$ cat src/design/lgts_pkg.sv
// Shared types, constants and codes of the LDA topic sampler.
`default_nettype none
package lgts_pkg;

   localparam int MAX_TOPICS  = 64;
   localparam int MAX_GENES   = 4096;
   localparam int MAX_SAMPLES = 256;
   localparam int MAX_TOKENS  = 1048576;

   localparam int TOPIC_W  = $clog2(MAX_TOPICS);
   localparam int GENE_W   = $clog2(MAX_GENES);
   localparam int SAMPLE_W = $clog2(MAX_SAMPLES);
   localparam int TOKEN_W  = $clog2(MAX_TOKENS);
   localparam int TCNT_W   = TOPIC_W + 1;        // holds the topic count itself
   localparam int CNT_W    = 21;
   localparam int Q_W      = 32;                 // Q16.16 operand width
   localparam int NG_W     = 13;
   localparam int W_W      = 48;                 // weight width
   localparam int SUM_W    = W_W + TOPIC_W;      // sum of all weights
   localparam int NUM_W    = CNT_W + 16 + 1;     // Q22.16 numerator and sample term
   localparam int DVD_W    = NUM_W + 16;         // dividend
   localparam int GB_W     = NG_W + Q_W;         // genes * beta
   localparam int DEN_W    = GB_W + 1;
   localparam int DSH_W    = DEN_W + Q_W;        // divisor aligned to the top quotient bit
   localparam int DIV_STEPS = Q_W + 1;           // saturation check plus one per bit
   localparam int STEP_W   = $clog2(DIV_STEPS);
   localparam int GADDR_W  = GENE_W + TOPIC_W;
   localparam int SADDR_W  = SAMPLE_W + TOPIC_W;

   localparam logic [CNT_W-1:0] CNT_MAX = '1;

   // request field layout
   localparam int REQ_TDATA_W = 80;
   localparam int RSP_TDATA_W = 96;

   // func codes
   typedef enum logic [1:0] {
      FUNC_ASSIGN   = 2'd0,
      FUNC_RESAMPLE = 2'd1,
      FUNC_QUERY    = 2'd2,
      FUNC_NONE     = 2'd3
   } lgts_func_type;

   // register indexes
   localparam logic [1:0] REG_NUM_TOPICS = 2'd0;
   localparam logic [1:0] REG_NUM_GENES  = 2'd1;
   localparam logic [1:0] REG_ALPHA      = 2'd2;
   localparam logic [1:0] REG_BETA       = 2'd3;

   typedef enum logic [4:0] {
      ST_CLEAR, ST_IDLE, ST_INIT, ST_TOK_WAIT, ST_TOK_TAKE, ST_REM_RD, ST_REM_WR,
      ST_W_RD, ST_W_START, ST_W_DIV, ST_W_MLO, ST_W_MHI, ST_W_ACC,
      ST_R_MUL, ST_R_FIN, ST_K_RD, ST_K_CMP, ST_ADD_RD, ST_ADD_WR, ST_F_RD, ST_OUT
   } lgts_state_type;

   // controller to datapath
   typedef struct packed {
      logic               load;
      logic               clr;
      logic               tok_take;
      logic               init_topic;
      logic               tok_wr;
      logic               cnt_wr;
      logic               cnt_inc;
      logic               sel_j;
      logic               w_start;
      logic               div_step;
      logic               div_first;
      logic               mul_lo;
      logic               mul_hi;
      logic               acc;
      logic               r_mul;
      logic               r_fin;
      logic               walk;
      logic               walk_last;
      logic               out_load;
      logic [TOPIC_W-1:0] j;
   } lgts_cmd_type;

   // datapath to controller
   typedef struct packed {
      logic clr_last;
      logic walk_hit;
      logic out_busy;
   } lgts_stat_type;

endpackage
`default_nettype wire

$ cat src/design/lgts_ctrl.sv
// Sequencer of the topic sampler: walks assign, resample and query steps.
`default_nettype none
module lgts_ctrl (
   input  wire logic                         clock,
   input  wire logic                         reset,
   input  wire logic                         req_tvalid,
   output logic                              req_tready,
   input  wire logic [1:0]                   req_tuser,
   input  wire logic [lgts_pkg::TCNT_W-1:0]  t_used,
   input  wire lgts_pkg::lgts_stat_type      stat,
   output lgts_pkg::lgts_cmd_type            cmd
);

   lgts_pkg::lgts_state_type state_ff, state_in;
   logic [lgts_pkg::TCNT_W-1:0] j_ff, j_in;
   logic [lgts_pkg::STEP_W-1:0] k_ff, k_in;
   logic                        j_last;

   assign j_last = (j_ff == t_used - lgts_pkg::TCNT_W'(1));

   // state and loop counters
   always_ff @(posedge clock) begin
      if (reset) begin
         state_ff <= lgts_pkg::ST_CLEAR;
         j_ff     <= '0;
         k_ff     <= '0;
      end else begin
         state_ff <= state_in;
         j_ff     <= j_in;
         k_ff     <= k_in;
      end
   end

   // next state and commands
   always_comb begin
      state_in   = state_ff;
      j_in       = j_ff;
      k_in       = k_ff;
      cmd        = '0;
      cmd.j      = j_ff[lgts_pkg::TOPIC_W-1:0];
      req_tready = 1'b0;
      unique case (state_ff)
         lgts_pkg::ST_CLEAR: begin
            cmd.clr = 1'b1;
            if (stat.clr_last) state_in = lgts_pkg::ST_IDLE;
         end
         lgts_pkg::ST_IDLE: begin
            req_tready = 1'b1;
            j_in       = '0;
            if (req_tvalid) begin
               cmd.load = 1'b1;
               unique case (lgts_pkg::lgts_func_type'(req_tuser))
                  lgts_pkg::FUNC_ASSIGN:   state_in = lgts_pkg::ST_INIT;
                  lgts_pkg::FUNC_RESAMPLE: state_in = lgts_pkg::ST_TOK_WAIT;
                  lgts_pkg::FUNC_QUERY:    state_in = lgts_pkg::ST_F_RD;
                  lgts_pkg::FUNC_NONE:     state_in = lgts_pkg::ST_IDLE;
               endcase
            end
         end
         lgts_pkg::ST_INIT: begin
            cmd.init_topic = 1'b1;
            state_in       = lgts_pkg::ST_ADD_RD;
         end
         lgts_pkg::ST_TOK_WAIT: state_in = lgts_pkg::ST_TOK_TAKE;
         lgts_pkg::ST_TOK_TAKE: begin
            cmd.tok_take = 1'b1;
            state_in     = lgts_pkg::ST_REM_RD;
         end
         lgts_pkg::ST_REM_RD: state_in = lgts_pkg::ST_REM_WR;
         lgts_pkg::ST_REM_WR: begin
            cmd.cnt_wr = 1'b1;
            state_in   = lgts_pkg::ST_W_RD;
         end
         // per-topic weight: read counts, divide, two multiplies, accumulate
         lgts_pkg::ST_W_RD: begin
            cmd.sel_j = 1'b1;
            state_in  = lgts_pkg::ST_W_START;
         end
         lgts_pkg::ST_W_START: begin
            cmd.w_start = 1'b1;
            k_in        = '0;
            state_in    = lgts_pkg::ST_W_DIV;
         end
         lgts_pkg::ST_W_DIV: begin
            cmd.div_step  = 1'b1;
            cmd.div_first = (k_ff == '0);
            k_in          = k_ff + lgts_pkg::STEP_W'(1);
            if (k_ff == lgts_pkg::STEP_W'(lgts_pkg::DIV_STEPS - 1))
               state_in = lgts_pkg::ST_W_MLO;
         end
         lgts_pkg::ST_W_MLO: begin
            cmd.mul_lo = 1'b1;
            state_in   = lgts_pkg::ST_W_MHI;
         end
         lgts_pkg::ST_W_MHI: begin
            cmd.mul_hi = 1'b1;
            state_in   = lgts_pkg::ST_W_ACC;
         end
         lgts_pkg::ST_W_ACC: begin
            cmd.acc = 1'b1;
            if (j_last) begin
               j_in     = '0;
               state_in = lgts_pkg::ST_R_MUL;
            end else begin
               j_in     = j_ff + lgts_pkg::TCNT_W'(1);
               state_in = lgts_pkg::ST_W_RD;
            end
         end
         lgts_pkg::ST_R_MUL: begin
            cmd.r_mul = 1'b1;
            state_in  = lgts_pkg::ST_R_FIN;
         end
         lgts_pkg::ST_R_FIN: begin
            cmd.r_fin = 1'b1;
            state_in  = lgts_pkg::ST_K_RD;
         end
         // cumulative walk over stored weights
         lgts_pkg::ST_K_RD: state_in = lgts_pkg::ST_K_CMP;
         lgts_pkg::ST_K_CMP: begin
            cmd.walk      = 1'b1;
            cmd.walk_last = j_last;
            if (stat.walk_hit || j_last) begin
               state_in = lgts_pkg::ST_ADD_RD;
            end else begin
               j_in     = j_ff + lgts_pkg::TCNT_W'(1);
               state_in = lgts_pkg::ST_K_RD;
            end
         end
         lgts_pkg::ST_ADD_RD: begin
            cmd.tok_wr = 1'b1;
            state_in   = lgts_pkg::ST_ADD_WR;
         end
         lgts_pkg::ST_ADD_WR: begin
            cmd.cnt_wr  = 1'b1;
            cmd.cnt_inc = 1'b1;
            state_in    = lgts_pkg::ST_F_RD;
         end
         lgts_pkg::ST_F_RD: state_in = lgts_pkg::ST_OUT;
         lgts_pkg::ST_OUT: begin
            if (!stat.out_busy) begin
               cmd.out_load = 1'b1;
               state_in     = lgts_pkg::ST_IDLE;
            end
         end
         default: state_in = lgts_pkg::ST_IDLE;
      endcase
   end

endmodule
`default_nettype wire

$ cat config.mk
export PLATFORM = sky130hd
export DESIGN_NAME = lgts_ctrl
export DESIGN_NICKNAME = d
export VERILOG_FILES = /design/src/design/lgts_pkg.sv /design/src/design/lgts_ctrl.sv
export SDC_FILE = /design/constraint.sdc
export NUM_CORES = 1
export LEC_CHECK = 0
export ABC_CLOCK_PERIOD_IN_PS = 3500
export BUFFER_PORTS_ARGS = -buffer_cell sky130_fd_sc_hd__buf_2
export CORE_ASPECT_RATIO = 1.75
export CORE_UTILIZATION = 42
export CTS_CLUSTER_DIAMETER = 120
export DETAILED_ROUTE_END_ITERATION = 8
export PLACE_DENSITY = 0.61
export SETUP_SLACK_MARGIN = 0.4
export SYNTH_ARGS = -nofsm -noshare
export SYNTH_HDL_FRONTEND = slang
export SYNTH_SLANG_ARGS = --single-unit
$ cat constraint.sdc
create_clock -name clock -period 3.5 [get_ports clock]
set_clock_uncertainty 0.1 [all_clocks]
set_input_delay 0 -clock clock [delete_from_list [all_inputs] [get_ports clock]]
set_output_delay 0 -clock clock [all_outputs]
set_load 0.1 [all_outputs]
== Word level (Yosys, flattened, before mapping) ==
Cells that the tools add are included.
W data, S select, Z words.

* Add/subtract/negate cells: 3
* Equal/unequal tests: 30
* Mux-type cells: 32
* Reductions and logical operators: 9

{| class="wikitable"
|+ Operators with widths
! operator !! count
|-
| $pmux W5 S21 || 1
|-
| $eq A5 B4 Y1 const B || 8
|-
| $eq A5 B5 Y1 const B || 5
|-
| $mux W5 || 5
|-
| $pmux W7 S3 || 1
|-
| $eq A5 B3 Y1 const B || 4
|-
| $pmux W5 S4 || 1
|-
| $mux W1 || 18
|-
| $mux W7 || 2
|-
| $pmux W6 S2 || 1
|-
| $eq A5 B2 Y1 const B || 2
|-
| $ne A2 B2 Y1 const B || 5
|-
| $add A7 B1 Y7 const B || 1
|-
| $eq A7 B7 Y1 || 1
|-
| $sub A7 B1 Y7 const B || 1
|-
| $add A6 B1 Y6 const B || 1
|-
| $eq A6 B6 Y1 const B || 1
|-
| $logic_not A6 Y1 || 1
|-
| $eq A5 B1 Y1 const B || 1
|-
| $logic_not A5 Y1 || 1
|-
| $eq A2 B2 Y1 const B || 2
|-
| $mux W2 || 2
|-
| $mux W4 || 1
|-
| $reduce_and A4 Y1 || 1
|-
| other kinds (7) || 7
|}

* Register bits: 18
* Input bits: 15
* Word-level logic and storage cells: 77

== Depth between registers and ports, before layout ==
Gate-level depths: netlist of run 1.

* Depth in word-level cells: 5
* Mapped depth: 10
* Gate-level depth less buffers: 8

== Least setup slack after synthesis of run 1 ==
No wires, ideal clock.

* Path kind: reg2out
* From: register state_ff[1]
* To: output port cmd[19] (netlist name)
* Data arrival time: 5.428 ns
* Data required time: 3.400 ns
* Slack: -2.028 ns
* Stages on the path, launching flop included: 4
* Cell sequence: dfxtp_1 clkbuf_1 inv_1 a2111oi_0

{| class="wikitable"
|+ RTL lines
! item !! RTL line !! text
|-
| from (decl) || lgts_ctrl.sv:14 || <nowiki>lgts_pkg::lgts_state_type state_ff, state_in;</nowiki>
|-
| from (signal assigned) || lgts_ctrl.sv:24 || <nowiki>state_ff <= lgts_pkg::ST_CLEAR;</nowiki>
|-
| from (signal assigned) || lgts_ctrl.sv:28 || <nowiki>state_ff <= state_in;</nowiki>
|-
| to (decl) || lgts_ctrl.sv:11 || <nowiki>output lgts_pkg::lgts_cmd_type cmd</nowiki>
|}

==> run summary, run 1 <==
Post-Syn Instances: 220
Crit. End Element: output pin
Top-level I/O count: 41
Fin cells: 295
Worst-margin pin slew: 0.622 ns
Antenna viol nets, final: 0
Number of port buffers: 40
Worst EP required: 3.40 ns
Maximum clock frequency: 379 MHz
Post-Syn Nets: 239
Post-CTS setup buffers: 0
Die height: 85.2 um
Worst-Skew Late Latency: 0.26 ns
Placement Setup Slack: 1.05 ns
Max cap viols: 0
Worst vdd ir: 0.295 mV
Initial Util: 44.9%
Status: finished, final reports clean
Max FO, Critical Path: 11
Post-synth top flop: dfxtp_1
Power Dens Cells: 282 nW/um^2
Seq/Total Area, Yosys: 21.7%
# DRC: 0
Fin. Hold Viols: 0
Leak: 0.000782 uW
DR pass1 iterations: 4
Syn_area_per_cell: 7.55 um^2
Yosys warns: 0
Worst setup margin: 0.860 ns
Area leader, netlist: dfxtp_1
DP HPWL: 3210 um
Syn Std Cell Area: 1660 um^2
Worst min path class: input port to flop
EDFF count, synth: 0
Num rows: 29
Worst-path clk slew: 0.07 ns
# fillers: 408
FF+latch count, synth: 18
TritonCTS clock tree: done
Setup violators final: 0
Ratio of routed vias to standard cells: 5.72
Largest net degree at the start of global routing: 21
Clk sinks: 18
CTS max path bufs: 2
Async S/R FF share, synth: 0%
Core Area: 3700 um^2
Fin nets: 269
Most frequent cells in the layout: buf_2 (40), nor2_1 (21), a21oi_1 (19)
Vias: 1,687
Cell area after layout: 1920 um^2
# placed instances: 290
Inserted Clock Buffers: 3
Hold_buf cts: 1
Top-area cell type share of the netlist area: 21.7%
Total track usage: 20.0%
DIE AREA: 4220 um^2
Root Driver: clkbuf_8
Die W: 49.5 um
Vias in the first global route: 1,525
WS Path Type: flop to output pin
Diodes inserted: 0
Crit path launch type: flop
First-pass GRT wire length: 6690 um
Area contributors post-synth: dfxtp_1 (22%), a21oi_1 (5.7%), nor2_1 (4.7%)
Initial drt markers: 24
Netlist cell types: 49
Final period utilization: 75.4%
Share of layout cells above drive strength 1: 24.1%
CP arrival: 2.54 ns
Commonest non-fill, non-tap cell in the layout: buf_2
Cell area after placement: 1860 um^2
RSZ-0062 raised after global routing: false
Total power: 543 uW
Setup TNS: 0 ns
Initial antenna violation count: 0
Grt ovf: 0
Min Clock Period, post-route: 2.64 ns
WL final: 4090 um
Routability congestion estimate from global placement: 0.820
Final Max Slew Viols: 0
Rel. slew slack: 58.4%
H-tree Lvls: 1
Area Growth Syn to Fin: 15.7%
Wire length per cell: 13.9 um
Post-CTS resize count: 0
==> final timing paths <==
kind	startpoint	end	slack [ns]	depth (start not counted)
worst max-delay path	j_ff[6]	cmd[7]	0.86	6
worst max register to register	state_ff[4]	j_ff[6]	1.15	6
worst min register to register	k_ff[4]	k_ff[4]	0.44	2
worst min-delay path	stat[1]	state_ff[2]	0.05	4
==> registers in the layout (all words and copies together) (netlist names) <==
| register | cells |
|---|---|
| j_ff | 7 |
| k_ff | 6 |
| state_ff | 5 |
==> metal layers <==
layer / global-route usage [%] / vias up / routed length, um
met3: 1.61 / 8 / 107
met4: 7.79 / 0 / 67
met5: 0 / - / 0
li1: - / 859 / -
met2: 38.8 / 34 / 2280
met1: 21.4 / 786 / 1640
==> cells in the mapped netlist (2+ instances only) <==
cell / instances
nand3b_1: 3
nor3_2: 2
inv_1: 13
o21ai_1: 3
xnor2_1: 5
nand4_1: 7
ha_1: 4
or3_1: 3
and4_1: 3
clkbuf_1: 9
nor4_1: 2
o211ai_1: 9
nand2b_1: 6
xor2_1: 8
nand3_1: 9
o21bai_1: 2
nor3_1: 14
a21oi_1: 19
mux2i_1: 5
o21ai_0: 9
and3_1: 5
nand2_1: 10
a211oi_1: 2
buf_4: 6
dfxtp_1: 18
nor2_1: 21
==> metrics by stage <==
step / hold slack, ns / util, %
after global routing: 0.0778 / 51.9
after detailed placement: 0.206 / 50.2
after floorplan: 0.0839 / -
after global placement: 0.203 / 50.2
after CTS: 0.0527 / 51.9
final: 0.0483 / 51.9
==> report_power, final <==
| part | leakage [uW] | total, uW | internal (uW) | switching (uW) |
|---|---|---|---|---|
| registers | 0.000145 | 216 | 208 | 7.82 |
| logic | 0.000608 | 151 | 44.2 | 107 |
| clock network | 0.0000288 | 176 | 100 | 75.3 |
| total | 0.000782 | 543 | 353 | 190 |
==> cell type report <==
| cell class | count | area (um^2) | area share [%] |
|---|---|---|---|
| Clock buffer | 4 | 55.1 | 2.86 |
| Multi-Input combinational cell | 172 | 1180 | 61.5 |
| Timing Repair Buffer | 42 | 218 | 11.3 |
| Sequential cell | 18 | 360 | 18.8 |
| Tap cell | 46 | 57.6 | 2.99 |
| Inverter | 13 | 48.8 | 2.54 |
==> worst max-delay path, stage by stage, from the launching register on <==
cell and delay (ns):
dfxtp_1 0.37, xnor3_1 0.39, and4_1 0.26, nor4_4 0.07, or4_4 0.63, nor3_2 0.12, buf_2 0.44
==> cell families (layout without fill, tap and decap cells) <==
kind of cell	Yosys count	count (layout)	synth area share, %
simple gates	92	92	32.0
flops	18	18	21.7
compound gates	57	57	23.4
fa+ha+maj	4	4	3.01
mux	5	5	3.01
buf+inv	30	59	8.67
xor+xnor	14	14	8.21
No activity file was read; power rests on OpenSTA's default activity.
==> inputs of run 2 (changes only) <==
--- a/config.mk
+++ b/config.mk
@@ -5,7 +5,8 @@
 export SDC_FILE = /design/constraint.sdc
 export NUM_CORES = 1
 export LEC_CHECK = 0
-export ABC_CLOCK_PERIOD_IN_PS = 3500
+export ABC_AREA = 1
+export ABC_CLOCK_PERIOD_IN_PS = 2550
 export BUFFER_PORTS_ARGS = -buffer_cell sky130_fd_sc_hd__buf_2
 export CORE_ASPECT_RATIO = 1.75
 export CORE_UTILIZATION = 42
==> constraint.sdc (replaced) <==
create_clock -name clock -period 2.55 [get_ports clock]
set_clock_uncertainty 0.1 [all_clocks]
set_input_delay 0 -clock clock [delete_from_list [all_inputs] [get_ports clock]]
set_output_delay 0 -clock clock [all_outputs]
set_load 0.1 [all_outputs]
==> run 2 against run 1 <==
Die area rose by 2.5%; synthesized cell count rose by 32%; synthesized area rose by 2.6%; final area rose by 4.6%; combinational power rose to 7.7 times the previous value; core utilization barely moved; largest power group is now combinational cells; highest routed layer unchanged.
==> run summary, run 2 <==
Status: finished, final reports clean
R2r worst-path depth: 9 (+3)
Worst vdd ir: 0.689 mV (+130%)
Largest regs: j_ff x7, k_ff x6, state_ff x5
First-pass GRT wire length: 7620 um (+14%)
Core Area: 3870 um^2 (+4.5%)
RSZ-0062 raised after global routing: false
Root Driver: clkbuf_8
Syn Std Cell Area: 1700 um^2 (+2.6%)
Fin nets: 347 (+29%)
FF+latch count, synth: 18 (unchanged)
Worst-margin pin slew: 0.496 ns (-0.127 ns)
Number of port buffers: 40 (unchanged)
Max cap viols: 0 (unchanged)
# DRC: 0 (unchanged)
Antenna viol nets, final: 0 (unchanged)
Worst hold stages: 3 (-1)
Ratio of routed vias to standard cells: 5.02 (-12%)
Syn_area_per_cell: 5.87 um^2 (-22%)
Vias: 1,882 (+12%)
Async S/R FF share, synth: 0% (unchanged)
Count leader, synth: nand2_1
Flop pwr share: 22.0% (-18 points)
Worst-Skew Late Latency: 0.26 ns (about the same)
Netlist cell types: 31 (-37%)
Clk sinks: 18 (unchanged)
Final Max Slew Viols: 0 (unchanged)
Yosys warns: 0 (unchanged)
Total track usage: 23.1% (+3.1 points)
Worst EP required: 2.45 ns (-0.95 ns)
Net Sw Frac: 59.8% (+25 points)
Min Clock Period, post-route: 2.02 ns
Initial Util: 44.0% (-0.82 points)
H-tree Lvls: 1 (unchanged)
Hold Startpoint: stat[0]
Placement Setup Slack: 0.566 ns (-0.484 ns)
Fin. Hold Viols: 0 (unchanged)
Reg with most FFs: j_ff
Crit path launch type: flop
Max reg flops: 7 (unchanged)
CP arrival: 1.92 ns (-0.62 ns)
Initial antenna violation count: 0 (unchanged)
Critical Path Sink: cmd[7]
Maximum clock frequency: 496 MHz
EDFF count, synth: 0 (unchanged)
Setup TNS: 0 ns (unchanged)
Post-layout util: 52.0% (about the same)
Worst-path clk slew: 0.07 ns (about the same)
Top-level I/O count: 41 (unchanged)
CTS max path bufs: 2 (unchanged)
Fin cells: 375 (+27%)
Final period utilization: 79.1%
Area contributors post-synth: dfxtp_1 (21%), nand2_1 (17%), inv_1 (9.3%)
Critical path origin: state_ff[0]
Reg-to-reg slack, setup: 0.64 ns (-0.51 ns)
Power Dens Cells: 891 nW/um^2 (+220%)
Area leader, netlist: dfxtp_1
Slowest CP cell: buf_2
TritonCTS clock tree: done
Max FO, Critical Path: 9 (-2)
Inserted Clock Buffers: 3 (unchanged)
Clock Power Share: 13.3% (-19 points)
Grt ovf: 0 (unchanged)
Rel. slew slack: 67.2% (+8.7 points)
Worst R2R Start: state_ff[1]
Reg-to-Reg End: state_ff[1]
DP HPWL: 3920 um (+22%)
Top-area cell type share of the netlist area: 21.2% (-0.54 points)
Net switching power: 1070 uW (+460%)
Post-synth top flop: dfxtp_1
Seq/Total Area, Yosys: 21.2% (-0.54 points)
Post-CTS setup buffers: 0 (unchanged)
Crit path largest cell delay: 0.43 ns (-0.20 ns)
Commonest non-fill, non-tap cell in the layout: nand2_1
Worst-path cell chain: nor2_2 > inv_2 > nor2_8 > inv_1 > nor2_2 > buf_2
Vias in the first global route: 1,794 (+18%)
WL final: 4630 um (+13%)
Leak: 0.00109 uW (+40%)
# placed instances: 370 (+28%)
Setup violators final: 0 (unchanged)
Post-Syn Instances: 290 (+32%)
Post-Syn Nets: 309 (+29%)
Diodes inserted: 0 (unchanged)
Num rows: 30 (+3.4%)
Die W: 50.1 um (+1.2%)
Pint: 720 uW (+100%)
WS Path Type: flop to output pin
DR pass1 iterations: 4 (unchanged)
Most frequent cells in the layout: nand2_1 (76), inv_1 (42), buf_2 (40)
Routability congestion estimate from global placement: 0.916 (+12%)
Logic pwr share: 64.7% (+37 points)
Wire length per cell: 12.4 um (-11%)
DIE AREA: 4320 um^2 (+2.5%)
Crit. End Element: output pin
Worst setup margin: 0.533 ns (-0.327 ns)
Share of layout cells above drive strength 1: 25.7% (+1.6 points)
Largest net degree at the start of global routing: 13 (-38%)
Initial drt markers: 33 (+38%)
Hold slack final: 0.0165 ns (-0.0318 ns)
Worst min path class: input port to flop
Synth cell count leaders: nand2_1 (76), inv_1 (42), nor2_1 (39)
Die height: 86.2 um (+1.2%)
Worst path most repeated cell: nor2_2
Area Growth Syn to Fin: 18.0%
==> run 2: cell types whose count changed in the layout (fill, tap and decap cells not counted), moves of 6 or more <==
cell      delta
nand2b_1     -6
nor2_2       +8
nor2_1      +14
inv_1       +29
nand2_1     +66
o211ai_1     -9
a21oi_1     -11
nand3_1     +13
inv_2       +10
==> run 2: kinds of logic after synthesis <==
family | Yosys count | synth area share, %
AO/OA/AOI/OAI | 26 | 9.11
XOR/XNOR | 4 | 2.06
adder cells (fa/ha/maj) | 4 | 2.94
buffers and inverters | 61 | 14.8
flip-flops | 18 | 21.2
AND/OR/NAND/NOR | 177 | 49.9
==> run 2: worst min-delay path by stage <==
stage / to / slack [ns]
finish: state_ff[4] / 0.02
global route: state_ff[4] / 0.03
detailed placement: j_ff[2] / 0.26
floorplan: k_ff[3] / 0.07
global placement: state_ff[1] / 0.25
CTS: state_ff[4] / 0.02
==> run 2: timing repair <==
action                     CTS  global route
hold buffers                 1             0
setup endpoints to repair    0             6
resized for setup            0             1
hold endpoints to repair     5             0
==> run 2: per-layer routing <==
metal / track usage [%] / share of wire, % / vias up
met5: 0 / 0 / -
met4: 13.2 / 4.4 / 0
met3: 1.05 / 2.4 / 15
met2: 45.8 / 56 / 51
met1: 22.6 / 37 / 833
li1: - / - / 983
==> run 2: cell type report <==
cell class                 instances  area [um^2]
timing repair buffer              41          210
multi-input combinational        211         1120
fill                             422         1860
inverter                          53          199
clock buffer                       4         55.1
sequential                        18          360
tap                               48         60.1
==> run 2: worst max-delay path: cells and delay by family, from the launching register on <==
family                 cells  cell delay, ns
buffers and inverters      3            0.68
DFF                        1            0.39
and+or+nand+nor            3            0.58
==> run 2: per-stage QoR <==
stage	total power [uW]	cell area, um^2
2_1_floorplan	1370	1730
3_3_place_gp	1570	1940
3_5_place_dp	1560	1940
4_1_cts	1800	2000
5_1_grt	1910	2010
6_report	1790	2010
==> run 2: power by group through the flow <==
| stage | clock [uW] | sequential [uW] | combinational, uW |
|---|---|---|---|
| 4_1_cts | 246 | 394 | 1160 |
| 2_1_floorplan | 0 | 374 | 998 |
| 5_1_grt | 257 | 404 | 1250 |
| 3_3_place_gp | 0 | 402 | 1170 |
| 6_report | 238 | 394 | 1160 |
| 3_5_place_dp | 0 | 398 | 1160 |
